File: src/rtl/spct_pkg.sv
// Shared types, constants and field layout for the shape pair contact tracker.
// Used by every module of the block except spct_ram; depends on nothing.
`default_nettype none

package spct_pkg;

	localparam int MAX_OBJECTS = 64;
	localparam int COORD_BITS  = 16;
	localparam int IDX_W       = $clog2(MAX_OBJECTS);
	localparam int SIZE_BITS   = COORD_BITS - 1;
	localparam int EXT_W       = COORD_BITS + 1;
	localparam int DIFF_W      = COORD_BITS;
	localparam int RAD_W       = COORD_BITS;
	localparam int SQ_W        = 2 * COORD_BITS;
	localparam int SUM_W       = SQ_W + 1;
	localparam int QDEPTH      = 4;

	localparam int OFF_IDX_A = 0;
	localparam int OFF_IDX_B = OFF_IDX_A + IDX_W;
	localparam int OFF_PXA   = OFF_IDX_B + IDX_W;
	localparam int OFF_PYA   = OFF_PXA + COORD_BITS;
	localparam int OFF_WA    = OFF_PYA + COORD_BITS;
	localparam int OFF_HA    = OFF_WA + SIZE_BITS;
	localparam int OFF_PXB   = OFF_HA + SIZE_BITS;
	localparam int OFF_PYB   = OFF_PXB + COORD_BITS;
	localparam int OFF_WB    = OFF_PYB + COORD_BITS;
	localparam int OFF_HB    = OFF_WB + SIZE_BITS;
	localparam int IN_FIELD_W  = OFF_HB + SIZE_BITS;
	localparam int IN_TDATA_W  = ((IN_FIELD_W + 7) / 8) * 8;
	localparam int KIND_W      = 2;
	localparam int IN_TUSER_W  = 2 * KIND_W;
	localparam int OUT_FIELD_W = 3;
	localparam int OUT_TDATA_W = ((OUT_FIELD_W + 7) / 8) * 8;

	typedef enum logic [KIND_W-1:0] {
		KIND_RECT   = 2'd0,
		KIND_CIRCLE = 2'd1,
		KIND_OTHER  = 2'd2,
		KIND_OFF    = 2'd3
	} kind_t;

	typedef enum logic [1:0] {
		EV_NONE  = 2'd0,
		EV_BEGIN = 2'd1,
		EV_END   = 2'd2,
		EV_SKIP  = 2'd3
	} event_t;

	typedef enum logic [2:0] {
		MODE_SKIP,
		MODE_NONE,
		MODE_RR,
		MODE_CC,
		MODE_CR
	} mode_t;

	typedef struct packed {
		logic             skip;
		logic             hit;
		logic [IDX_W-1:0] row;
		logic [IDX_W-1:0] col;
	} pair_res_t;

endpackage

`default_nettype wire

File: src/rtl/spct_ram.sv
// Generic single-write, single-read RAM with registered read data.
// Standalone; no package dependency.
`default_nettype none

module spct_ram #(
	parameter int WIDTH = 8,
	parameter int DEPTH = 16
) (
	input  wire                     clk,
	input  wire                     we,
	input  wire [$clog2(DEPTH)-1:0] waddr,
	input  wire [WIDTH-1:0]         wdata,
	input  wire                     re,
	input  wire [$clog2(DEPTH)-1:0] raddr,
	output logic [WIDTH-1:0]        rdata
);

	logic [WIDTH-1:0] mem [DEPTH];

	always_ff @(posedge clk) begin
		if (we) begin
			mem[waddr] <= wdata;
		end
		if (re) begin
			rdata <= mem[raddr];
		end
	end

endmodule

`default_nettype wire

File: src/rtl/spct_back.sv
// Back end: contact matrix read-modify-write, event coding and output register.
// Depends on spct_pkg and spct_ram.
`default_nettype none

module spct_back (
	input  wire                                clk,
	input  wire                                arst_n,
	input  wire                                pop_valid,
	output logic                               pop_ready,
	input  spct_pkg::pair_res_t                pop_data,
	output logic                               out_valid,
	input  wire                                out_ready,
	output logic [spct_pkg::OUT_TDATA_W-1:0]   out_data
);

	localparam int N  = spct_pkg::MAX_OBJECTS;
	localparam int IW = spct_pkg::IDX_W;

	logic                v_s1;
	spct_pkg::pair_res_t ent_s1;
	logic                s1_adv, pop, wr_en, was;
	logic [N-1:0]        ram_q, cur_row, new_row;
	logic [N-1:0]        row_vld_q;
	logic                fwd_v_q;
	logic [IW-1:0]       fwd_row_q;
	logic [N-1:0]        fwd_data_q;
	logic                out_v_q, out_ov_q;
	spct_pkg::event_t    out_ev_q, ev;

	assign s1_adv    = v_s1 && (!out_v_q || out_ready);
	assign pop       = pop_valid && (!v_s1 || s1_adv);
	assign pop_ready = !v_s1 || s1_adv;
	assign wr_en     = s1_adv && !ent_s1.skip;

	spct_ram #(
		.WIDTH(N),
		.DEPTH(N)
	) u_matrix (
		.clk  (clk),
		.we   (wr_en),
		.waddr(ent_s1.row),
		.wdata(new_row),
		.re   (pop),
		.raddr(pop_data.row),
		.rdata(ram_q)
	);

	// forward a row written at the same edge it was read
	always_comb begin
		if (fwd_v_q && fwd_row_q == ent_s1.row) begin
			cur_row = fwd_data_q;
		end else if (row_vld_q[ent_s1.row]) begin
			cur_row = ram_q;
		end else begin
			cur_row = '0;
		end
		was              = cur_row[ent_s1.col];
		new_row          = cur_row;
		new_row[ent_s1.col] = ent_s1.hit;
		priority if (ent_s1.skip) begin
			ev = spct_pkg::EV_SKIP;
		end else if (ent_s1.hit && !was) begin
			ev = spct_pkg::EV_BEGIN;
		end else if (!ent_s1.hit && was) begin
			ev = spct_pkg::EV_END;
		end else begin
			ev = spct_pkg::EV_NONE;
		end
	end

	always_ff @(posedge clk or negedge arst_n) begin
		if (!arst_n) begin
			v_s1      <= 1'b0;
			out_v_q   <= 1'b0;
			row_vld_q <= '0;
			fwd_v_q   <= 1'b0;
		end else begin
			if (pop) begin
				v_s1 <= 1'b1;
			end else if (s1_adv) begin
				v_s1 <= 1'b0;
			end
			if (s1_adv) begin
				out_v_q <= 1'b1;
			end else if (out_ready) begin
				out_v_q <= 1'b0;
			end
			if (wr_en) begin
				row_vld_q[ent_s1.row] <= 1'b1;
			end
			if (pop) begin
				fwd_v_q <= wr_en;
			end
		end
	end

	always_ff @(posedge clk) begin
		if (pop) begin
			ent_s1     <= pop_data;
			fwd_row_q  <= ent_s1.row;
			fwd_data_q <= new_row;
		end
		if (s1_adv) begin
			out_ov_q <= ent_s1.hit && !ent_s1.skip;
			out_ev_q <= ev;
		end
	end

	assign out_valid = out_v_q;
	assign out_data  = {{(spct_pkg::OUT_TDATA_W - spct_pkg::OUT_FIELD_W){1'b0}}, out_ev_q, out_ov_q};

endmodule

`default_nettype wire

File: config.mk
export PLATFORM = sky130hd
export DESIGN_NAME = spct_back
export DESIGN_NICKNAME = d
export VERILOG_FILES = /design/src/rtl/spct_pkg.sv /design/src/rtl/spct_ram.sv /design/src/rtl/spct_back.sv
export SDC_FILE = /design/constraint.sdc
export NUM_CORES = 2
export LEC_CHECK = 0
export BUFFER_PORTS_ARGS = -buffer_cell sky130_fd_sc_hd__buf_2
export CORE_ASPECT_RATIO = 1.2
export CORE_MARGIN = 2
export CORE_UTILIZATION = 35
export CTS_BUF_LIST = sky130_fd_sc_hd__clkbuf_2 sky130_fd_sc_hd__clkbuf_4 sky130_fd_sc_hd__clkbuf_8
export CTS_CLUSTER_DIAMETER = 150
export DETAILED_ROUTE_END_ITERATION = 7
export PLACE_DENSITY = 0.56
export SYNTH_ARGS = -nofsm -noshare
export SYNTH_HDL_FRONTEND = slang
export SYNTH_SLANG_ARGS = --single-unit
File: constraint.sdc
create_clock -name clk -period 10 [get_ports clk]
set_input_delay 1 -clock clk [delete_from_list [all_inputs] [get_ports clk]]
set_output_delay 1 -clock clk [all_outputs]
set_load 0.03 [all_outputs]
==> results.sh <==
export IMPL_worstSetupPathType="flop to flop"
export IMPL_fp_dieH_um=757
export IMPL_drc_errors=0
export IMPL_clk_path_buf_depth=4
export IMPL_die_area_um2=479000
export IMPL_violations="max-capacitance violations"
export IMPL_wirelength_mm=474
export IMPL_maxSlewHeadroom_pct=1.38
export IMPL_area_growth_pct=13.1
export IMPL_drt_vias_per_instance=5.59
export IMPL_fillCellCount=41400
export IMPL_max_cap_violations=1
export IMPL_report_final_hold_viol_count=0
export IMPL_dp_hpwl_mm=250
export IMPL_grt_overflow=0
export IMPL_avgRoutedWirePerCell_um=33.5
export IMPL_multi_input_area_um2=35200
export IMPL_p_per_area_nw_per_um2=196
export IMPL_synth_distinct_cells=61
export IMPL_cts_htree_levels=6
export IMPL_clkSinkCount=4314
export IMPL_final_util_pct=39.8
export IMPL_seqCellArea_um2=129000
export IMPL_clock_skew_ns=0.0796
export IMPL_clock_latency_ns=1.29
export IMPL_coreArea_um2=471000
export IMPL_drv_slew=0
export IMPL_grt_max_degree=117
export IMPL_grt_first_pass_wirelength_mm=654
export IMPL_antenna_found_initial=20
export IMPL_crit_fanout=65
export IMPL_synth_edf_count=4247
export IMPL_ios=28
export IMPL_slowest_stage="a31o_2"
export IMPL_clockRootBuffer="clkbuf_8"
export IMPL_cp_end_kind="flop"
export IMPL_path_cells="nor2b_1 -> a221oi_1 -> o22ai_1 -> nor2_1 -> a2111oi_0 -> o41a_2 -> buf_4 -> a31o_2"
export IMPL_port_buffer_count=22
export IMPL_ant_nets=0
export IMPL_drt_iter0_drc=9425
export IMPL_synth_cells=6776
export IMPL_clk_pin_slew_worst_paths_ns=0.07
export IMPL_synth_ff_type="edfxtp_1"
export IMPL_yosys_warnings=0
export IMPL_status="finished, violations left"
export IMPL_max_freq_mhz=179
export IMPL_netlist_top_cells_area="edfxtp_1, mux4_2, dfrtp_1"
export IMPL_cp_required_ns=10.86
export IMPL_final_layout_size_suffix_gt1_share_pct=36.2
export IMPL_tritoncts="built"
export IMPL_num_vias=78900
export IMPL_yosysTopAreaCell="edfxtp_1"
export IMPL_netlist_area_leader_share_pct=77.0
export IMPL_fin_crit_sh_pct=56.0
export IMPL_async_flop_share_pct=1.55
export IMPL_globalplace_congestion=0.828
export IMPL_cp_arrival_ns=6.46
export IMPL_fp_row_count=276
export IMPL_ys_seq_area_share_pct=78.0
export IMPL_power_total_mw=36.8
export IMPL_ys_ff_latch=4314
export IMPL_slowest_delay_ns=1.07
export IMPL_max_vdd_ir_drop_uv=131
export IMPL_fp_dieW_um=632
export IMPL_critical_path_top_delay_family="compound AO/OA/AOI/OAI gates"
export IMPL_initial_core_util_pct=35.2
export IMPL_tightest_slew_ns=1.47
export IMPL_tns_ns=0
export IMPL_path_buf_inv=1
export IMPL_leakage_nw=58.6
export IMPL_grt_total_usage_pct=19.5
export IMPL_avgSynthCellArea_um2=24.4
export IMPL_rsz0062_at_grt="false"
export IMPL_hold_path_class="primary input to flop"
export IMPL_setup_viol=0
export IMPL_start_kind="flop"
export IMPL_ys_top_cells_by_count="edfxtp_1, mux4_2, clkbuf_1, nand2_1, buf_2"
export IMPL_finalCriticalPeriod_ns=5.60
export IMPL_synth_most_common_cell="edfxtp_1"
export IMPL_netlist_area_um2=166000
export IMPL_nets=7353
export IMPL_first_pass_iters=7
export IMPL_grt_pass1_vias=81000
export IMPL_numCtsBuffers=646
layout by cell type (no fill, tap or decap), types with 19 or more instances in the layout:
cell type	netlist	final
nand2_1	158	158
mux2i_1	19	19
a31o_1	40	19
nand3_1	80	80
buf_12	0	24
clkbuf_4	0	202
clkbuf_8	0	657
buf_4	23	244
clkinv_1	1	174
a31o_2	24	44
nor2_4	0	59
a22oi_1	23	23
edfxtp_1	4247	4247
mux4_2	1353	1353
dfrtp_1	67	67
o21ai_0	79	79
or2_2	64	64
clkinv_2	0	70
state kept, by name, summed over array words and instances, names as in the netlist:
signal / flops
row_vld_q: 64
u_matrix.mem: 4096
out_valid: 1
u_matrix.rdata: 64
v_s1: 1
out_ev_q: 2
fwd_data_q: 64
out_ov_q: 1
fwd_v_q: 1
ent_s1: 14
fwd_row_q: 6
power by group:
group          switching, mW  internal, mW
clock network           6.94          7.24
logic                   1.35         0.753
registers              0.134          20.3
logic make-up (layout without fill, tap and decap cells):
kind of cell / Yosys count / after routing / synth area share (%)
multiplexers: 1389 / 1389 / 18.6
XOR/XNOR: 6 / 6 / 0.0317
AO/OA/AOI/OAI: 224 / 224 / 0.961
flip-flops: 4314 / 4314 / 78.0
buffers and inverters: 394 / 1472 / 1.05
AND/OR/NAND/NOR: 448 / 448 / 1.29
other: 1 / 16 / 0.00226
stage by stage:
| step | setup WS (ns) | hold slack, ns | cell area, um^2 | cells |
|---|---|---|---|---|
| 2_1_floorplan | 3.30 | 0.421 | 166000 | 6780 |
| 3_3_place_gp | 4.38 | 0.447 | 175000 | 12900 |
| 3_5_place_dp | 4.58 | 0.450 | 175000 | 12900 |
| 4_1_cts | 4.55 | 0.000979 | 187000 | 14100 |
| 5_1_grt | 4.14 | 0.0418 | 187000 | 14100 |
| 6_report | 4.40 | 0.118 | 187000 | 14100 |
layer usage:
metal	global-route usage [%]	routed length [um]	vias to the layer above
met2	34.0	244000	3625
met3	3.11	32700	821
met5	0	22	-
met1	24.5	179000	43900
li1	-	-	30600
met4	7.10	18400	4
worst paths after layout:
check	startpoint	endpoint	slack [ns]	depth (start not counted)
min in group asynchronous	arst_n	v_s1$_DFFE_PN0P_	0.42	3
worst min-delay path	pop_data[4]	ent_s1[4]$_DFFE_PP_	0.12	1
worst max register to register	ent_s1[7]$_DFFE_PP_	u_matrix.mem[18][12]$_DFFE_PP_	4.40	8
worst max-delay path	ent_s1[7]$_DFFE_PP_	u_matrix.mem[18][12]$_DFFE_PP_	4.40	8
worst min register to register	row_vld_q[14]$_DFFE_PN0P_	row_vld_q[14]$_DFFE_PN0P_	0.47	1
max in group asynchronous	arst_n	row_vld_q[12]$_DFFE_PN0P_	8.91	3
layout make-up:
class / instances / share of cell area [%]
multi-input cells: 2072 / 18.8
repair buffers: 296 / 1.35
flip-flops and latches: 4314 / 69.0
clock inverters: 313 / 1.06
clock buffers: 858 / 5.63
diodes: 11 / 0.0147
inverters: 5 / 0.0100
well taps: 6255 / 4.18
repair_timing:
item,in CTS,in global routing
endpoints found under the setup margin,0,0
setup buffers,0,0
hold buffers,7,0
gates resized for setup,0,0
endpoints found under the hold margin,74,0
(Power assumes the default switching activity.)
