<file path="config.mk">
export PLATFORM = sky130hd
export DESIGN_NAME = spct_front
export DESIGN_NICKNAME = d
export VERILOG_FILES = /design/src/rtl/spct_pkg.sv /design/src/rtl/spct_front.sv
export SDC_FILE = /design/constraint.sdc
export NUM_CORES = 2
export LEC_CHECK = 0
export ABC_AREA = 1
export BUFFER_PORTS_ARGS = -buffer_cell sky130_fd_sc_hd__buf_2
export CORE_MARGIN = 4
export CORE_UTILIZATION = 55
export CTS_CLUSTER_SIZE = 16
export DETAILED_ROUTE_END_ITERATION = 12
export PLACE_DENSITY = 0.72
export SETUP_SLACK_MARGIN = 0.1
export SLEW_MARGIN = 15
export SYNTH_ARGS = -nofsm -noshare
export SYNTH_HDL_FRONTEND = slang
export SYNTH_SLANG_ARGS = --single-unit
</file>
<file path="constraint.sdc">
create_clock -name clk -period 14.05 [get_ports clk]
set_input_delay 2.81 -clock clk [delete_from_list [all_inputs] [get_ports clk]]
set_output_delay 2.81 -clock clk [all_outputs]
set_load 0.01 [all_outputs]
</file>
<file path="src/rtl/spct_pkg.sv">
// Shared types, constants and field layout for the shape pair contact tracker.
// Used by every module of the block except spct_ram; depends on nothing.
`default_nettype none

package spct_pkg;

	localparam int MAX_OBJECTS = 64;
	localparam int COORD_BITS  = 16;
	localparam int IDX_W       = $clog2(MAX_OBJECTS);
	localparam int SIZE_BITS   = COORD_BITS - 1;
	localparam int EXT_W       = COORD_BITS + 1;
	localparam int DIFF_W      = COORD_BITS;
	localparam int RAD_W       = COORD_BITS;
	localparam int SQ_W        = 2 * COORD_BITS;
	localparam int SUM_W       = SQ_W + 1;
	localparam int QDEPTH      = 4;

	localparam int OFF_IDX_A = 0;
	localparam int OFF_IDX_B = OFF_IDX_A + IDX_W;
	localparam int OFF_PXA   = OFF_IDX_B + IDX_W;
	localparam int OFF_PYA   = OFF_PXA + COORD_BITS;
	localparam int OFF_WA    = OFF_PYA + COORD_BITS;
	localparam int OFF_HA    = OFF_WA + SIZE_BITS;
	localparam int OFF_PXB   = OFF_HA + SIZE_BITS;
	localparam int OFF_PYB   = OFF_PXB + COORD_BITS;
	localparam int OFF_WB    = OFF_PYB + COORD_BITS;
	localparam int OFF_HB    = OFF_WB + SIZE_BITS;
	localparam int IN_FIELD_W  = OFF_HB + SIZE_BITS;
	localparam int IN_TDATA_W  = ((IN_FIELD_W + 7) / 8) * 8;
	localparam int KIND_W      = 2;
	localparam int IN_TUSER_W  = 2 * KIND_W;
	localparam int OUT_FIELD_W = 3;
	localparam int OUT_TDATA_W = ((OUT_FIELD_W + 7) / 8) * 8;

	typedef enum logic [KIND_W-1:0] {
		KIND_RECT   = 2'd0,
		KIND_CIRCLE = 2'd1,
		KIND_OTHER  = 2'd2,
		KIND_OFF    = 2'd3
	} kind_t;

	typedef enum logic [1:0] {
		EV_NONE  = 2'd0,
		EV_BEGIN = 2'd1,
		EV_END   = 2'd2,
		EV_SKIP  = 2'd3
	} event_t;

	typedef enum logic [2:0] {
		MODE_SKIP,
		MODE_NONE,
		MODE_RR,
		MODE_CC,
		MODE_CR
	} mode_t;

	typedef struct packed {
		logic             skip;
		logic             hit;
		logic [IDX_W-1:0] row;
		logic [IDX_W-1:0] col;
	} pair_res_t;

endpackage

`default_nettype wire

</file>
<file path="src/rtl/spct_front.sv">
// Front end: accepts shape pairs, classifies them and runs the overlap geometry pipeline.
// Depends on spct_pkg.
`default_nettype none

module spct_front (
	input  wire                               clk,
	input  wire                               arst_n,
	input  wire                               in_valid,
	output logic                              in_ready,
	input  wire [spct_pkg::IN_TDATA_W-1:0]    in_data,
	input  wire [spct_pkg::IN_TUSER_W-1:0]    in_user,
	output logic                              res_valid,
	input  wire                               res_ready,
	output spct_pkg::pair_res_t               res
);

	localparam int C  = spct_pkg::COORD_BITS;
	localparam int S  = spct_pkg::SIZE_BITS;
	localparam int E  = spct_pkg::EXT_W;
	localparam int IW = spct_pkg::IDX_W;

	spct_pkg::kind_t kind_a, kind_b;
	spct_pkg::mode_t mode_in;
	logic            swap;
	logic [IW-1:0]   idx_a, idx_b;
	logic            adv;

	logic            v_s1, v_s2, v_s3;
	spct_pkg::mode_t mode_s1, mode_s2, mode_s3;
	logic [C-1:0]    p_x_s1, p_y_s1, q_x_s1, q_y_s1;
	logic [S-1:0]    p_w_s1, p_h_s1, q_w_s1, q_h_s1;
	logic [IW-1:0]   row_s1, col_s1, row_s2, col_s2, row_s3, col_s3;

	logic signed [E-1:0] px_e, py_e, qx_e, qy_e, pw_e, ph_e, qw_e, qh_e;
	logic signed [E-1:0] pr_e, pb_e, qr_e, qb_e, cl_x, cl_y, sub_x, sub_y, dx, dy;
	logic                rr_hit;
	logic [spct_pkg::DIFF_W-1:0] dxa, dya;
	logic [spct_pkg::RAD_W-1:0]  rad;

	logic                        rr_hit_s2, rr_hit_s3;
	logic [spct_pkg::DIFF_W-1:0] dxa_s2, dya_s2;
	logic [spct_pkg::RAD_W-1:0]  rad_s2;
	logic [spct_pkg::SQ_W-1:0]   dx2_s3, dy2_s3, r2_s3;
	logic [spct_pkg::SUM_W-1:0]  dist2;
	logic                        round_hit;

	assign kind_a = spct_pkg::kind_t'(in_user[spct_pkg::KIND_W-1:0]);
	assign kind_b = spct_pkg::kind_t'(in_user[2*spct_pkg::KIND_W-1:spct_pkg::KIND_W]);
	assign idx_a  = in_data[spct_pkg::OFF_IDX_A +: IW];
	assign idx_b  = in_data[spct_pkg::OFF_IDX_B +: IW];
	assign swap   = (kind_a == spct_pkg::KIND_RECT) && (kind_b == spct_pkg::KIND_CIRCLE);

	always_comb begin
		priority if (kind_a == spct_pkg::KIND_OFF || kind_b == spct_pkg::KIND_OFF) begin
			mode_in = spct_pkg::MODE_SKIP;
		end else if (kind_a == spct_pkg::KIND_RECT && kind_b == spct_pkg::KIND_RECT) begin
			mode_in = spct_pkg::MODE_RR;
		end else if (kind_a == spct_pkg::KIND_CIRCLE && kind_b == spct_pkg::KIND_CIRCLE) begin
			mode_in = spct_pkg::MODE_CC;
		end else if (swap || (kind_a == spct_pkg::KIND_CIRCLE && kind_b == spct_pkg::KIND_RECT)) begin
			mode_in = spct_pkg::MODE_CR;
		end else begin
			mode_in = spct_pkg::MODE_NONE;
		end
	end

	// stall the whole pipe only when the last stage cannot drain
	assign adv       = !v_s3 || res_ready;
	assign in_ready  = adv;
	assign res_valid = v_s3;

	always_ff @(posedge clk or negedge arst_n) begin
		if (!arst_n) begin
			v_s1 <= 1'b0;
			v_s2 <= 1'b0;
			v_s3 <= 1'b0;
		end else if (adv) begin
			v_s1 <= in_valid;
			v_s2 <= v_s1;
			v_s3 <= v_s2;
		end
	end

	// stage 1: input capture, circle first for mixed pairs
	always_ff @(posedge clk) begin
		if (adv) begin
			mode_s1 <= mode_in;
			row_s1  <= (idx_a < idx_b) ? idx_a : idx_b;
			col_s1  <= (idx_a < idx_b) ? idx_b : idx_a;
			if (swap) begin
				p_x_s1 <= in_data[spct_pkg::OFF_PXB +: C];
				p_y_s1 <= in_data[spct_pkg::OFF_PYB +: C];
				p_w_s1 <= in_data[spct_pkg::OFF_WB +: S];
				p_h_s1 <= in_data[spct_pkg::OFF_HB +: S];
				q_x_s1 <= in_data[spct_pkg::OFF_PXA +: C];
				q_y_s1 <= in_data[spct_pkg::OFF_PYA +: C];
				q_w_s1 <= in_data[spct_pkg::OFF_WA +: S];
				q_h_s1 <= in_data[spct_pkg::OFF_HA +: S];
			end else begin
				p_x_s1 <= in_data[spct_pkg::OFF_PXA +: C];
				p_y_s1 <= in_data[spct_pkg::OFF_PYA +: C];
				p_w_s1 <= in_data[spct_pkg::OFF_WA +: S];
				p_h_s1 <= in_data[spct_pkg::OFF_HA +: S];
				q_x_s1 <= in_data[spct_pkg::OFF_PXB +: C];
				q_y_s1 <= in_data[spct_pkg::OFF_PYB +: C];
				q_w_s1 <= in_data[spct_pkg::OFF_WB +: S];
				q_h_s1 <= in_data[spct_pkg::OFF_HB +: S];
			end
		end
	end

	// stage 2: edges, clamp, differences
	always_comb begin
		px_e  = {p_x_s1[C-1], p_x_s1};
		py_e  = {p_y_s1[C-1], p_y_s1};
		qx_e  = {q_x_s1[C-1], q_x_s1};
		qy_e  = {q_y_s1[C-1], q_y_s1};
		pw_e  = {{(E-S){1'b0}}, p_w_s1};
		ph_e  = {{(E-S){1'b0}}, p_h_s1};
		qw_e  = {{(E-S){1'b0}}, q_w_s1};
		qh_e  = {{(E-S){1'b0}}, q_h_s1};
		pr_e  = px_e + pw_e;
		pb_e  = py_e + ph_e;
		qr_e  = qx_e + qw_e;
		qb_e  = qy_e + qh_e;
		rr_hit = (px_e < qr_e) && (pr_e > qx_e) && (py_e < qb_e) && (pb_e > qy_e);
		cl_x  = (px_e < qx_e) ? qx_e : ((px_e > qr_e) ? qr_e : px_e);
		cl_y  = (py_e < qy_e) ? qy_e : ((py_e > qb_e) ? qb_e : py_e);
		sub_x = (mode_s1 == spct_pkg::MODE_CR) ? cl_x : qx_e;
		sub_y = (mode_s1 == spct_pkg::MODE_CR) ? cl_y : qy_e;
		dx    = px_e - sub_x;
		dy    = py_e - sub_y;
		dxa   = dx[E-1] ? spct_pkg::DIFF_W'(-dx) : spct_pkg::DIFF_W'(dx);
		dya   = dy[E-1] ? spct_pkg::DIFF_W'(-dy) : spct_pkg::DIFF_W'(dy);
		rad   = (mode_s1 == spct_pkg::MODE_CC)
			? spct_pkg::RAD_W'(p_w_s1) + spct_pkg::RAD_W'(q_w_s1)
			: spct_pkg::RAD_W'(p_w_s1);
	end

	always_ff @(posedge clk) begin
		if (adv) begin
			mode_s2   <= mode_s1;
			row_s2    <= row_s1;
			col_s2    <= col_s1;
			rr_hit_s2 <= rr_hit;
			dxa_s2    <= dxa;
			dya_s2    <= dya;
			rad_s2    <= rad;
		end
	end

	// stage 3: squares
	always_ff @(posedge clk) begin
		if (adv) begin
			mode_s3   <= mode_s2;
			row_s3    <= row_s2;
			col_s3    <= col_s2;
			rr_hit_s3 <= rr_hit_s2;
			dx2_s3    <= spct_pkg::SQ_W'(dxa_s2) * spct_pkg::SQ_W'(dxa_s2);
			dy2_s3    <= spct_pkg::SQ_W'(dya_s2) * spct_pkg::SQ_W'(dya_s2);
			r2_s3     <= spct_pkg::SQ_W'(rad_s2) * spct_pkg::SQ_W'(rad_s2);
		end
	end

	assign dist2     = spct_pkg::SUM_W'(dx2_s3) + spct_pkg::SUM_W'(dy2_s3);
	assign round_hit = dist2 <= spct_pkg::SUM_W'(r2_s3);

	always_comb begin
		res.row  = row_s3;
		res.col  = col_s3;
		res.skip = 1'b0;
		unique case (mode_s3)
			spct_pkg::MODE_SKIP: begin
				res.skip = 1'b1;
				res.hit  = 1'b0;
			end
			spct_pkg::MODE_RR:   res.hit = rr_hit_s3;
			spct_pkg::MODE_CC,
			spct_pkg::MODE_CR:   res.hit = round_hit;
			default:             res.hit = 1'b0;
		endcase
	end

endmodule

`default_nettype wire

</file>
==> reports/qor.csv <==
stage;metric;value;unit
cts;hold_buffers;0;
critical_path;end_kind;output pin;
grt;antenna_found_initial;1;
sta;fin_crit;7.412;ns
sta;hold_viol_final;0;
synthesis;synth_fp_nets;6759;
routing;drt_iter0_drc;2098;
die;pin_count;160;
grt;grt_pass1_vias;36390;
grt;grt_first_pass_wirelength;172900;um
synthesis;yosys-top-cells-area;fa_1 (22%), edfxtp_1 (21%), ha_1 (16%), inv_1 (11%), nand2_1 (9.7%);
synthesis;synth_commonest_cells;inv_1 (1321), nand2_1 (1177), ha_1 (574), fa_1 (500), edfxtp_1 (312);
routing;wl_per_cell;15.14;um
final_layout;instances_no_fill;6715;
sta;drv_slew;0;
final_layout;final-seq-area;9444;um2
grt;grt_use_met3;2.689;%
placed_design;post-dp-hpwl;84490;um
final_layout;syn2layout_area_growth;6.282;%
sta;worst_pin_slew;1.025;ns
die;die_x;295.6;um
cts;clk_path_buf_depth;3;
grt;grtUsageMet1;30.97;%
routing;first_pass_iters;5;
sta;fin_crit_sh;52.76;%
routing;drc;0;
sta;rsz0062_at_grt;false;
sta;maxSlewHeadroom;31.68;%
die;initial_utilization;55.49;%
sta;setup_viol;0;
grt;busiest_layer;met2;
cts;htree_levels;2;
routing;viasPerCell;5.259;
status;status;complete, no violations;
final_layout;drive_above_1_share;5.261;%
synthesis;synthFlopType;edfxtp_1;
synthesis;yosys_warnings;0;
final_layout;antenna_cells;0;
flow_run;drv_cap;0;
grt;use_met2;43.50;%
sta;clock.fmax;0.1349;GHz
cts;cts_buffers;35;
min_path;hold_class;reg2reg;
synthesis;synth_area;45490;um2
critical_path;criticalPathCategory;reg2out;
die;core_region_area;81980;um2
cts;cts-root-buf;clkbuf_16;
cts;cts_tree;yes;
routing;drtAntennaViolNets;0;
routing;routed_wl;101700;um
cts;clk_latency;0.57;ns
cts;cts_setup_buffers;0;
sta;finClkSkew;0.03408;ns
die;die-area;87380;um2
synthesis;synthMostInstantiatedCell;inv_1;
critical_path;crit_arrival;4.60;ns
synthesis;yosysTopAreaCell;fa_1;
sta;setup_tns;0;ns
synthesis;synth.distinct_cells;64;
cts;cts_resized;0;
routing;vias;35320;
die;die_y;295.6;um
synthesis;avgSynthCellArea;8.210;um2
die;rows;105;
critical_path;critPathMaxFanout;5;
critical_path;start_kind;flip-flop;
synthesis;synthArstFlopShare;0.9524;%
placed_design;gp_congestion;0.9564;
placed_design;dp.cells;6651;
synthesis;ys_seq_elements;315;
cts;path_clk_slew;0.06;ns
synthesis;synth_edf_count;312;
critical_path;required;11.24;ns
grt;grt_max_degree;127;
synthesis;synth_top_area_share;22.00;%
cts;cts_sinks;315;
placed_design;portBuffers;159;
final_layout;fillers;7342;
synthesis;syn_inst;5541;
final_layout;layout.nets;6836;
critical_path;r2r_slack;7.45;ns
synthesis;seq_area_frac_synth;20.76;%
final_layout;multi_input_area;30540;um2
grt;grt_use_total;24.04;%
grt;grt_overflow;0;
==> cell type report <==
type,count,share of cell area (%)
Multi-Input combinational cell,3771,63.17
Sequential cell,315,19.53
Inverter,1327,10.30
Tap cell,1070,2.769
Clock buffer,47,1.969
Timing Repair Buffer,168,1.786
Clock inverter,17,0.4710
==> per-layer routing <==
metal	wire length, um	part of all wire (%)	vias to the layer above
met3	5075	5.0	168
met1	43240	43	16740
met5	0	0	-
met2	51160	50	846
li1	-	-	17570
met4	2182	2.1	0
==> kinds of logic (layout without fill, tap and decap cells) <==
group / Yosys count / in the layout / share of synthesized area [%]
simple gates: 1734 / 1734 / 16.02
xor+xnor: 227 / 227 / 4.436
fa+ha+maj: 1074 / 1074 / 37.79
buf+inv: 1455 / 1559 / 12.14
flops: 315 / 315 / 20.76
compound gates: 735 / 735 / 8.831
mux: 1 / 1 / 0.02475
==> critical path: stages, from the launching register on <==
cell and delay (ns):
edfxtp_1 0.38, ha_1 0.37, nand2_1 0.08, nand2_1 0.07, a21oi_1 0.14, nand2_1 0.13
a21boi_0 0.36, o21ai_0 0.20, a21oi_1 0.24, o21ai_0 0.15, xor2_1 0.18, ha_1 0.33
a21oi_1 0.16, nor2_1 0.05, a2111oi_0 0.37, nor2_1 0.09, nor2_1 0.12, nand3_1 0.08
nand2_1 0.20, nand2_1 0.08, nand2_1 0.12, buf_2 0.15
==> registers in the layout, summed over array words and instances (netlist names), 6 cells and up <==
name	count
dya_s2	16
dy2_s3	31
p_w_s1	15
col_s3	6
p_y_s1	16
row_s3	6
dxa_s2	16
q_w_s1	15
row_s2	6
q_y_s1	16
q_h_s1	15
r2_s3	31
col_s1	6
row_s1	6
p_x_s1	16
col_s2	6
p_h_s1	15
dx2_s3	31
rad_s2	16
q_x_s1	16
==> layout by cell type, fill, tap and decap left out, types with 6 or more instances in the layout <==
cell type	instances
o21bai_1	16
inv_1	1320
nor2_1	200
a31oi_1	22
o211ai_1	12
ha_1	574
nor4_1	15
or2_2	17
a211oi_1	7
xnor2_1	77
a21o_1	23
nand2_2	10
xor2_1	146
edfxtp_1	312
nor3_1	35
a21boi_0	8
o2111ai_1	7
nand3_1	170
buf_4	9
o21ai_0	303
nand3_2	14
nand4_1	66
a21oi_1	293
nand3b_1	6
buf_2	159
o21a_1	13
clkbuf_1	10
o21ai_1	7
clkbuf_16	36
nand2_1	1175
fa_1	500
==> metrics by stage <==
stage | setup slack [ns] | cell area, um2 | util (%) | hold slack, ns
floorplan | 1.718 | 45490 | - | 0.4003
global placement | 7.327 | 47170 | 57.54 | 0.4006
detailed placement | 7.254 | 47170 | 57.54 | 0.4045
CTS | 6.636 | 48350 | 58.98 | 0.4139
global route | 6.207 | 48350 | 58.98 | 0.4241
finish | 6.638 | 48350 | 58.98 | 0.4174
==> worst paths after layout <==
| path | start | endpoint | cells after the start |
|---|---|---|---|
| max in group asynchronous | arst_n | v_s2 | 1 |
| worst max-delay path | dx2_s3[5] | res[12] | 21 |
| worst min register to register | row_s2[0] | row_s3[0] | 0 |
| min in group asynchronous | arst_n | v_s1 | 1 |
| worst min-delay path | row_s2[0] | row_s3[0] | 0 |
| worst max register to register | dxa_s2[3] | dx2_s3[28] | 21 |
Power is left out: the tool's default activity adds up to more than one toggle a clock period on the data nets, which glitch-free logic cannot reach.
