**src/rtl/spct_pkg.sv**
```systemverilog
// Shared types, constants and field layout for the shape pair contact tracker.
// Used by every module of the block except spct_ram; depends on nothing.
`default_nettype none

package spct_pkg;

	localparam int MAX_OBJECTS = 64;
	localparam int COORD_BITS  = 16;
	localparam int IDX_W       = $clog2(MAX_OBJECTS);
	localparam int SIZE_BITS   = COORD_BITS - 1;
	localparam int EXT_W       = COORD_BITS + 1;
	localparam int DIFF_W      = COORD_BITS;
	localparam int RAD_W       = COORD_BITS;
	localparam int SQ_W        = 2 * COORD_BITS;
	localparam int SUM_W       = SQ_W + 1;
	localparam int QDEPTH      = 4;

	localparam int OFF_IDX_A = 0;
	localparam int OFF_IDX_B = OFF_IDX_A + IDX_W;
	localparam int OFF_PXA   = OFF_IDX_B + IDX_W;
	localparam int OFF_PYA   = OFF_PXA + COORD_BITS;
	localparam int OFF_WA    = OFF_PYA + COORD_BITS;
	localparam int OFF_HA    = OFF_WA + SIZE_BITS;
	localparam int OFF_PXB   = OFF_HA + SIZE_BITS;
	localparam int OFF_PYB   = OFF_PXB + COORD_BITS;
	localparam int OFF_WB    = OFF_PYB + COORD_BITS;
	localparam int OFF_HB    = OFF_WB + SIZE_BITS;
	localparam int IN_FIELD_W  = OFF_HB + SIZE_BITS;
	localparam int IN_TDATA_W  = ((IN_FIELD_W + 7) / 8) * 8;
	localparam int KIND_W      = 2;
	localparam int IN_TUSER_W  = 2 * KIND_W;
	localparam int OUT_FIELD_W = 3;
	localparam int OUT_TDATA_W = ((OUT_FIELD_W + 7) / 8) * 8;

	typedef enum logic [KIND_W-1:0] {
		KIND_RECT   = 2'd0,
		KIND_CIRCLE = 2'd1,
		KIND_OTHER  = 2'd2,
		KIND_OFF    = 2'd3
	} kind_t;

	typedef enum logic [1:0] {
		EV_NONE  = 2'd0,
		EV_BEGIN = 2'd1,
		EV_END   = 2'd2,
		EV_SKIP  = 2'd3
	} event_t;

	typedef enum logic [2:0] {
		MODE_SKIP,
		MODE_NONE,
		MODE_RR,
		MODE_CC,
		MODE_CR
	} mode_t;

	typedef struct packed {
		logic             skip;
		logic             hit;
		logic [IDX_W-1:0] row;
		logic [IDX_W-1:0] col;
	} pair_res_t;

endpackage

`default_nettype wire

```
**src/rtl/spct_queue.sv**
```systemverilog
// Short FIFO of classified pair results between the front and back ends.
// Depends on spct_pkg.
`default_nettype none

module spct_queue (
	input  wire                 clk,
	input  wire                 arst_n,
	input  wire                 push_valid,
	output logic                push_ready,
	input  spct_pkg::pair_res_t push_data,
	output logic                pop_valid,
	input  wire                 pop_ready,
	output spct_pkg::pair_res_t pop_data
);

	localparam int PW = $clog2(spct_pkg::QDEPTH);
	localparam int CW = $clog2(spct_pkg::QDEPTH + 1);

	spct_pkg::pair_res_t entry_q [spct_pkg::QDEPTH];
	logic [PW-1:0]       wr_ptr_q, rd_ptr_q;
	logic [CW-1:0]       cnt_q;
	logic                do_push, do_pop;

	assign push_ready = cnt_q != CW'(spct_pkg::QDEPTH);
	assign pop_valid  = cnt_q != '0;
	assign do_push    = push_valid && push_ready;
	assign do_pop     = pop_valid && pop_ready;
	assign pop_data   = entry_q[rd_ptr_q];

	always_ff @(posedge clk or negedge arst_n) begin
		if (!arst_n) begin
			wr_ptr_q <= '0;
			rd_ptr_q <= '0;
			cnt_q    <= '0;
		end else begin
			if (do_push) begin
				wr_ptr_q <= (wr_ptr_q == PW'(spct_pkg::QDEPTH - 1)) ? '0 : wr_ptr_q + 1'b1;
			end
			if (do_pop) begin
				rd_ptr_q <= (rd_ptr_q == PW'(spct_pkg::QDEPTH - 1)) ? '0 : rd_ptr_q + 1'b1;
			end
			if (do_push && !do_pop) begin
				cnt_q <= cnt_q + 1'b1;
			end else if (do_pop && !do_push) begin
				cnt_q <= cnt_q - 1'b1;
			end
		end
	end

	always_ff @(posedge clk) begin
		if (do_push) begin
			entry_q[wr_ptr_q] <= push_data;
		end
	end

endmodule

`default_nettype wire

```
**config.mk**
```make
export PLATFORM = sky130hd
export DESIGN_NAME = spct_queue
export DESIGN_NICKNAME = d
export VERILOG_FILES = /design/src/rtl/spct_pkg.sv /design/src/rtl/spct_queue.sv
export SDC_FILE = /design/constraint.sdc
export NUM_CORES = 1
export LEC_CHECK = 0
export BUFFER_PORTS_ARGS = -buffer_cell sky130_fd_sc_hd__buf_4
export CAP_MARGIN = 20
export CORE_MARGIN = 2
export CORE_UTILIZATION = 55
export CTS_CLUSTER_SIZE = 10
export DETAILED_ROUTE_END_ITERATION = 10
export PLACE_DENSITY_LB_ADDON = 0.2
export SYNTH_ARGS = -nofsm -noshare
export SYNTH_HDL_FRONTEND = slang
export SYNTH_SLANG_ARGS = --single-unit
```
**constraint.sdc**
```tcl
create_clock -name clk -period 2.7 [get_ports clk]
set_clock_uncertainty 0.05 [all_clocks]
set_input_delay 0.54 -clock clk [delete_from_list [all_inputs] [get_ports clk]]
set_output_delay 0.54 -clock clk [all_outputs]
set_load 0.1 [all_outputs]
```
==> out/results.ini, run 1 <==
[sta]
slew_violations=0
finalHoldViolations=0
fin_crit_sh_pct=90.6
fmax_ghz=0.409
tightest_slew_ps=693
fin_crit_ps=2450
setup_ws_ps=254
setup_violations=0
tns_ps=0
rsz0062_at_grt=no
slew_headroom_pct=53.8

[yosys]
synth_warnings=0
syn_avg_cell_area_um2=22.8
syn_nets=135
netlist_area_um2=2500
ys_async_sr_fraction_pct=11.1
synth_edf_count=56
synth-seq-cells=63
synth_cells=110
synth.yosys.seq_area_share_pct=74.1
ys.flop_type=edfxtp_1
ys_types=20

[job]
max-cap-violations=0

[setup_path]
crit_required_ps=2110
rr_worst_depth=8
critical-path-max-stage-delay_ps=550
startpoint=rd_ptr_q[0]
cp_cell_sequence=buf_12, mux4_1, buf_4
start_kind=flop
crit_type=flop to output port
crit_arrival_ps=1860
rr_endpoint=cnt_q[2]
r2r_slack_ps=590
timing.rr.start=cnt_q[2]
critPathCaptureType=output port
cp_max_fo=13
cp_slowest_cell=mux4_1

[grt]
grtUsageTotal_pct=18.5
antenna_found_initial=0
grt_pass1_wl_um=6600
grt_max_degree=17
grt_overflow=0
grt_pass1_vias=1295

[worst_hold_path]
hold_path_end=entry_q[2][7]
holdPathStages=1
min_from=push_data[7]
min_path_type=input pin to flop

[floorplan]
core-area_um2=4380
die_x_um=71.5
initial_core_util_pct=57.1
core.rowCount=24
die_h_um=71.5
ios=34
dieArea_um2=5110

[final_layout]
drive_gt1_share_pct=40.5
diodes=0
final_net_count=183
syn_to_final_growth_pct=20.2
layout_common_cells=edfxtp_1 (56), buf_4 (38), clkbuf_8 (10)
final-instance-count-excl-fill=215
final_common_cell=edfxtp_1
fin_util_pct=68.7

[clock_network]
clk_latency_ps=330
cts_sinks=63
cts_tree=done
cts_buffers=9
postCtsSetupBuffers=0
cts.path.max_buffers=2
clockRootBuffer=clkbuf_8
htree_num_levels=3
clk_pin_slew_ps=70
post_cts.resized_instances=0

[drt]
drc_errors=0
drt_first_pass_iters=4
vias=1167
wire_per_inst_um=19.4
viasPerCell=5.43
ant_nets=0
drt_iter0_drc=63
drt_wl_total_um=4160

[run_status]
status=finished clean

[placed_design]
dp.cells=198
port_buffers=33
gp_congestion=0.695
dp_slack_ps=564
hpwl_um=2820

-- flip-flops by register name, indices dropped and copies added (netlist names) --
name and cells:
entry_q 56, rd_ptr_q 2, cnt_q 3, wr_ptr_q 2
-- cells in the mapped netlist, types with 2 or more instances --
| library cell | count | share of area, % |
|---|---|---|
| inv_1 | 3 | 0.45 |
| dfrtp_1 | 7 | 7.0 |
| edfxtp_1 | 56 | 67 |
| mux2_4 | 2 | 1.2 |
| xor2_1 | 2 | 0.70 |
| nor2_1 | 4 | 0.60 |
| mux2_2 | 3 | 1.3 |
| and2_1 | 4 | 1.0 |
| mux4_1 | 6 | 6.3 |
| mux4_2 | 8 | 7.2 |
| ha_1 | 6 | 3.0 |
-- repair_timing --
action                                  4_1_cts  5_1_grt
endpoints found under the setup margin        0        0
hold endpoints to repair                      7        0
hold buffers                                  1        0
-- layer usage --
layer  track usage (%)  vias up  part of all wire (%)
li1                  -      540                     -
met1              21.5      597                    42
met2              31.1       24                    53
met3              6.89        6                   3.6
met4              7.97        0                   1.4
met5                 0        -                     0
-- worst max-delay path, delay by kind of cell, from the launching register on --
family,cells,cell delay [ps]
muxes,1,550
buffers and inverters,2,460
DFF,1,520
-- worst max-delay path by stage --
stage / end / slack [ps] / cells past startpoint
after CTS: pop_data[5] / 230 / 3
after floorplan: cnt_q[2] / 500 / 8
final: pop_data[5] / 250 / 3
after detailed placement: cnt_q[2] / 560 / 8
after global placement: pop_data[5] / 600 / 3
after global routing: pop_data[5] / 170 / 3
-- layout make-up --
cell class,instances,area [µm²]
inverter,3,11.3
sequential,63,1860
clock inverter,3,12.5
fill,276,1370
multi-input combinational,41,601
clock buffer,13,149
timing repair buffer,40,315
tap,52,65.1
-- per-stage QoR --
step | area, µm² | hold slack [ps]
after global placement | 2840 | 309
after detailed placement | 2840 | 311
after global routing | 3010 | 341
final | 3010 | 358
after CTS | 3010 | 343
after floorplan | 2500 | 194
-- cells by family after synthesis --
group	Yosys count	share of synthesized area, %
XOR/XNOR	3	1.05
AO/OA/AOI/OAI	1	0.450
flip-flops	63	74.1
buffers and inverters	6	1.90
AND/OR/NAND/NOR	11	2.65
adder cells (fa/ha/maj)	7	3.80
multiplexers	19	16.0
Power of run 1 is not shown: default switching activity piles up to over one toggle a cycle in this logic, so the estimate is an artifact.
==> inputs of run 2 (changes only) <==
--- a/config.mk
+++ b/config.mk
@@ -5,12 +5,12 @@
 export SDC_FILE = /design/constraint.sdc
 export NUM_CORES = 1
 export LEC_CHECK = 0
-export BUFFER_PORTS_ARGS = -buffer_cell sky130_fd_sc_hd__buf_4
 export CAP_MARGIN = 20
 export CORE_MARGIN = 2
 export CORE_UTILIZATION = 55
 export CTS_CLUSTER_SIZE = 10
 export DETAILED_ROUTE_END_ITERATION = 10
+export DONT_BUFFER_PORTS = 1
 export PLACE_DENSITY_LB_ADDON = 0.2
 export SYNTH_ARGS = -nofsm -noshare
 export SYNTH_HDL_FRONTEND = slang
==> constraint.sdc (replaced) <==
create_clock -name clk -period 2.05 [get_ports clk]
set_clock_uncertainty 0.05 [all_clocks]
set_input_delay 0.41 -clock clk [delete_from_list [all_inputs] [get_ports clk]]
set_output_delay 0.41 -clock clk [all_outputs]
set_load 0.1 [all_outputs]
==> run 2 against run 1 <==
Against the previous run:
- the flow now finishes with violations (setup timing)
- via count decreased by 2.6%
- worst hold slack got worse by 240 ps
- register-to-register slack got worse by 520 ps
- first-iteration DRC count decreased by 11%
- critical path type unchanged
- critical endpoint is now pop_data[2]
- largest cell class unchanged
==> out/results.ini, run 2 (synthesized netlist as in run 1, its figures left out) <==
[final_layout]
regMostFlops=entry_q  ; unchanged
layout_common_cells=edfxtp_1 (56), mux4_2 (14), buf_12 (14)  ; was edfxtp_1 (56), buf_4 (38), clkbuf_8 (10)
final_common_cell=edfxtp_1  ; unchanged
top_regs=entry_q: 56 flops, cnt_q: 3 flops  ; unchanged
ff_latch_area_um2=1860  ; about the same
n_fill_cell=262  ; was 276
final-instance-count-excl-fill=203  ; was 215
multi_input_area_um2=597  ; was 601 µm²
drive_gt1_share_pct=43.7  ; was 40.5%
diodes=0  ; unchanged
largest_reg_flops=56  ; unchanged
fin_area_um2=3090  ; was 3010 µm²
syn_to_final_growth_pct=23.5  ; was 20.2%
final_net_count=171  ; was 183

[placed_design]
gp_congestion=0.687  ; was 0.695
dp.cells=184  ; was 198
place_area_um2=2920  ; was 2840 µm²
hpwl_um=2620  ; was 2820 µm
port_buffers=0  ; was 33

[run_status]
violations=setup timing
status=complete, but fails checks  ; was finished clean

[setup_path]
start_kind=flop  ; unchanged
crit_arrival_ps=1630  ; was 1860 ps
crit_required_ps=1590  ; was 2110 ps
cp_max_fo=10  ; was 13
crit_type=flop to output port  ; unchanged
critPathCaptureType=output port  ; unchanged

[drt]
drt_first_pass_iters=4  ; unchanged
wire_per_inst_um=19.4  ; about the same
vias=1137  ; was 1167
viasPerCell=5.60  ; was 5.43
drt_wl_total_um=3950  ; was 4160 µm
drt_iter0_drc=56  ; was 63
ant_nets=0  ; unchanged
drc_errors=0  ; unchanged

[floorplan]
initial_core_util_pct=57.1  ; unchanged
die_x_um=71.5  ; unchanged
dieArea_um2=5110  ; unchanged
ios=34  ; unchanged
core-area_um2=4380  ; unchanged
core.rowCount=24  ; unchanged
die_h_um=71.5  ; unchanged

[clock_network]
cts_tree=done  ; unchanged
clk_latency_ps=320  ; was 330 ps
clockRootBuffer=clkbuf_8  ; unchanged
cts_buffers=9  ; unchanged
clk_pin_slew_ps=70  ; about the same
cts.path.max_buffers=2  ; unchanged
cts_sinks=63  ; unchanged
htree_num_levels=3  ; unchanged

[sta]
setup_violations=14  ; was 0
whs_ps=122  ; was 358 ps
fin_crit_sh_pct=102
tightest_slew_ps=373  ; was 693 ps
tns_ps=-357  ; was 0 ps
slew_headroom_pct=75.2  ; was 53.8%
finalHoldViolations=0  ; unchanged
fmax_ghz=0.478
slew_violations=0  ; unchanged
setup_ws_ps=-40.4  ; was 254 ps
rsz0062_at_grt=yes  ; was no
fin_crit_ps=2090

[grt]
grt_pass1_vias=1252  ; was 1295
grt_max_degree=17  ; unchanged
grt_pass1_wl_um=6330  ; was 6600 µm
grt_overflow=0  ; unchanged
grtUsageTotal_pct=17.6  ; was 18.5%
antenna_found_initial=0  ; unchanged

[job]
max-cap-violations=0  ; unchanged

[worst_hold_path]
min_path_type=input pin to flop  ; unchanged

## run 2: changes by cell type in the layout (fill, tap and decap cells not counted), moves of 2 or more
cell / delta
clkinv_1: -2
dfrtp_1: -2
dfrtp_2: +2
mux4_1: -6
mux4_2: +6
buf_4: -27
buf_12: +13
## run 2: per-layer routing
| layer | vias to the layer above | GRT usage (%) | wire length (µm) | part of all wire, % |
|---|---|---|---|---|
| met2 | 44 | 29.2 | 2070 | 53 |
| met3 | 6 | 8.30 | 297 | 7.5 |
| met5 | - | 0 | 0 | 0 |
| li1 | 509 | - | - | - |
| met4 | 0 | 6.92 | 48 | 1.2 |
| met1 | 578 | 19.8 | 1530 | 39 |
## run 2: layout make-up
cell class | instances | share of cell area [%]
Clock buffer | 14 | 4.93
Clock inverter | 2 | 0.323
Inverter | 3 | 0.364
Multi-Input combinational cell | 41 | 19.3
Sequential cell | 63 | 60.1
Tap cell | 52 | 2.10
Timing Repair Buffer | 28 | 12.9
## run 2: what timing repair did
| action | in CTS | in global routing |
|---|---|---|
| gates resized for setup | 9 | 2 |
| endpoints found under the hold margin | 7 | 0 |
| buffers inserted | 0 | 2 |
| endpoints found under the setup margin | 14 | 15 |
| pin swaps | 0 | 0 |
| hold buffers | 1 | 0 |
## run 2: final timing paths
path                               from       endpoint  slack [ps]  depth (start not counted)
hold / removal             push_data[4]  entry_q[2][4]         120                          0
setup reg to reg               cnt_q[1]       cnt_q[2]          70                          8
max in group asynchronous        arst_n       cnt_q[1]        1300                          1
min in group asynchronous        arst_n    rd_ptr_q[1]         370                          1
setup / recovery            rd_ptr_q[0]    pop_data[2]         -40                          3
hold reg to reg                cnt_q[2]       cnt_q[2]         500                          1
## run 2: metrics by stage
step / setup slack, ps / utilization [%]
2_1_floorplan: -56.6 / -
3_3_place_gp: 115 / 66.5
3_5_place_dp: 30.5 / 66.5
4_1_cts: -69.9 / 70.1
5_1_grt: -101 / 70.6
6_report: -40.4 / 70.6
## run 2: worst max-delay path: stages (launching register included)
cell and delay [ps]:
dfrtp_1 390, buf_8 170, mux4_2 550, buf_12 190
Power of run 2 is left out for the same reason.
==> inputs of run 3 (changes only) <==
--- a/config.mk
+++ b/config.mk
@@ -6,6 +6,7 @@
 export NUM_CORES = 1
 export LEC_CHECK = 0
 export CAP_MARGIN = 20
+export CORE_ASPECT_RATIO = 0.7
 export CORE_MARGIN = 2
 export CORE_UTILIZATION = 55
 export CTS_CLUSTER_SIZE = 10
==> run 3 against run 2 <==
Against the previous run:
- the flow still finishes with violations (setup timing)
- maximum frequency down 1.4%
- core utilization increased by 3.5 points
- first-iteration DRC count fell by 39%
- cell count increased by 3.9%
- register-to-register slack got worse by 30 ps
- via count is 2.2% higher
- non-clock buffer count is 5 higher
- die area up 0.17%
- sequential share of layout area decreased by 2.5 points
- global-route usage up 0.056 points
- worst setup slack lost 30 ps
- critical endpoint is now pop_data[11]
==> out/results.ini, run 3 (synthesized netlist as in run 1, its figures left out) <==
[final_layout]
top_regs=entry_q: 56 flops, cnt_q: 3 flops  ; unchanged
regMostFlops=entry_q  ; unchanged
final_net_count=176  ; was 171
layout_common_cells=edfxtp_1 (56), buf_4 (16), buf_12 (15)  ; was edfxtp_1 (56), mux4_2 (14), buf_12 (14)
fin_util_pct=74.1  ; was 70.6%
final_common_cell=edfxtp_1  ; unchanged
n_fill_cell=254  ; was 262
syn_to_final_growth_pct=28.8  ; was 23.5%
drive_gt1_share_pct=47.4  ; was 43.7%
diodes=0  ; unchanged
final-instance-count-excl-fill=211  ; was 203
largest_reg_flops=56  ; unchanged
fin_area_um2=3230  ; was 3090 µm²

[setup_path]
critical-path-max-stage-delay_ps=530  ; was 550 ps
crit_arrival_ps=1660  ; was 1630 ps
crit_type=flop to output port  ; unchanged
crit_required_ps=1590  ; about the same
critPathCaptureType=output port  ; unchanged
start_kind=flop  ; unchanged
cp_slowest_cell=mux4_2  ; unchanged
cp_cell_sequence=clkbuf_16, mux4_2, buf_12  ; was buf_8, mux4_2, buf_12
cp_max_fo=7  ; was 10

[placed_design]
place_area_um2=2940  ; was 2920 µm²
dp_slack_ps=31.3  ; was 30.5 ps
dp.cells=188  ; was 184
port_buffers=0  ; unchanged
gp_congestion=0.800  ; was 0.687
hpwl_um=2550  ; was 2620 µm

[drt]
drt_wl_total_um=4130  ; was 3950 µm
ant_nets=0  ; unchanged
vias=1162  ; was 1137
drc_errors=0  ; unchanged
viasPerCell=5.51  ; was 5.60
drt_iter0_drc=34  ; was 56
drt_first_pass_iters=4  ; unchanged
wire_per_inst_um=19.5  ; was 19.4 µm

[sta]
tightest_slew_ps=372  ; was 373 ps
fmax_ghz=0.472  ; was 0.478 GHz
setup_ws_ps=-70.0  ; was -40.4 ps
slew_headroom_pct=75.1  ; was 75.2%
finalHoldViolations=0  ; unchanged
slew_violations=0  ; unchanged
rsz0062_at_grt=yes  ; unchanged
setup_violations=14  ; unchanged
fin_crit_sh_pct=103  ; was 102%
fin_crit_ps=2120  ; was 2090 ps

[clock_network]
cts_tree=done  ; unchanged
cts.path.max_buffers=2  ; unchanged
clk_pin_slew_ps=70  ; about the same
clockRootBuffer=clkbuf_8  ; unchanged
htree_num_levels=3  ; unchanged
cts_sinks=63  ; unchanged
cts_buffers=9  ; unchanged
clk_latency_ps=330  ; was 320 ps

[floorplan]
core-area_um2=4350  ; was 4380 µm²
die_h_um=60.5  ; was 71.5 µm
core.rowCount=20  ; was 24
initial_core_util_pct=57.5  ; was 57.1%
dieArea_um2=5120  ; was 5110 µm²
die_x_um=84.7  ; was 71.5 µm
ios=34  ; unchanged

[grt]
grtUsageTotal_pct=17.7  ; was 17.6%
grt_overflow=0  ; unchanged
antenna_found_initial=0  ; unchanged
grt_pass1_vias=1180  ; was 1252
grt_pass1_wl_um=6120  ; was 6330 µm
grt_max_degree=16  ; was 17

[run_status]
violations=setup timing  ; unchanged
status=complete, but fails checks  ; unchanged

[worst_hold_path]
min_path_type=input pin to flop  ; unchanged

[job]
max-cap-violations=0  ; unchanged

run 3: metrics by stage:
stage                     setup TNS, ps  hold WS, ps
after global placement                0         64.6
final                              -864          124
after global routing              -1880         93.2
after CTS                         -1120          103
after detailed placement              0         64.5
after floorplan                    -100         64.4
run 3: final timing paths:
| check | start | endpoint | slack (ps) | depth (start not counted) |
|---|---|---|---|---|
| setup / recovery | rd_ptr_q[0] | pop_data[11] | -70 | 3 |
| hold / removal | push_data[4] | entry_q[3][4] | 120 | 0 |
| setup reg to reg | cnt_q[1] | cnt_q[2] | 40 | 8 |
| hold reg to reg | wr_ptr_q[1] | wr_ptr_q[1] | 540 | 1 |
| max in group asynchronous | arst_n | rd_ptr_q[0] | 1280 | 1 |
| min in group asynchronous | arst_n | cnt_q[0] | 380 | 1 |
run 3: what timing repair did:
| action | 4_1_cts | 5_1_grt |
|---|---|---|
| setup endpoints to repair | 15 | 15 |
| buffers inserted | 1 | 4 |
| hold buffers | 1 | 0 |
| pin swaps | 0 | 3 |
| gates cloned | 0 | 1 |
| gates resized for setup | 7 | 1 |
| hold endpoints to repair | 7 | 0 |
run 3: final cells by class:
| type | instances | area, µm² | area share (%) |
|---|---|---|---|
| clock buffer | 9 | 124 | 3.84 |
| clock inverter | 7 | 111 | 3.45 |
| inverter | 3 | 11.3 | 0.349 |
| multi-input combinational | 41 | 597 | 18.5 |
| sequential | 63 | 1860 | 57.6 |
| tap | 55 | 68.8 | 2.13 |
| timing repair buffer | 33 | 455 | 14.1 |
run 3: worst max-delay path, delay by kind of cell, from the launching register on:
kind	cells	cell delay [ps]
buf+inv	2	380
mux	1	530
flops	1	420
run 3: per-layer routing:
metal / vias up / GRT usage, % / share of wire, %
li1: 518 / - / -
met1: 596 / 20.6 / 41
met2: 41 / 27.4 / 50
met3: 7 / 9.93 / 8.3
met4: 0 / 8.39 / 1.3
met5: - / 0 / 0
Power of run 3 is left out for the same reason.
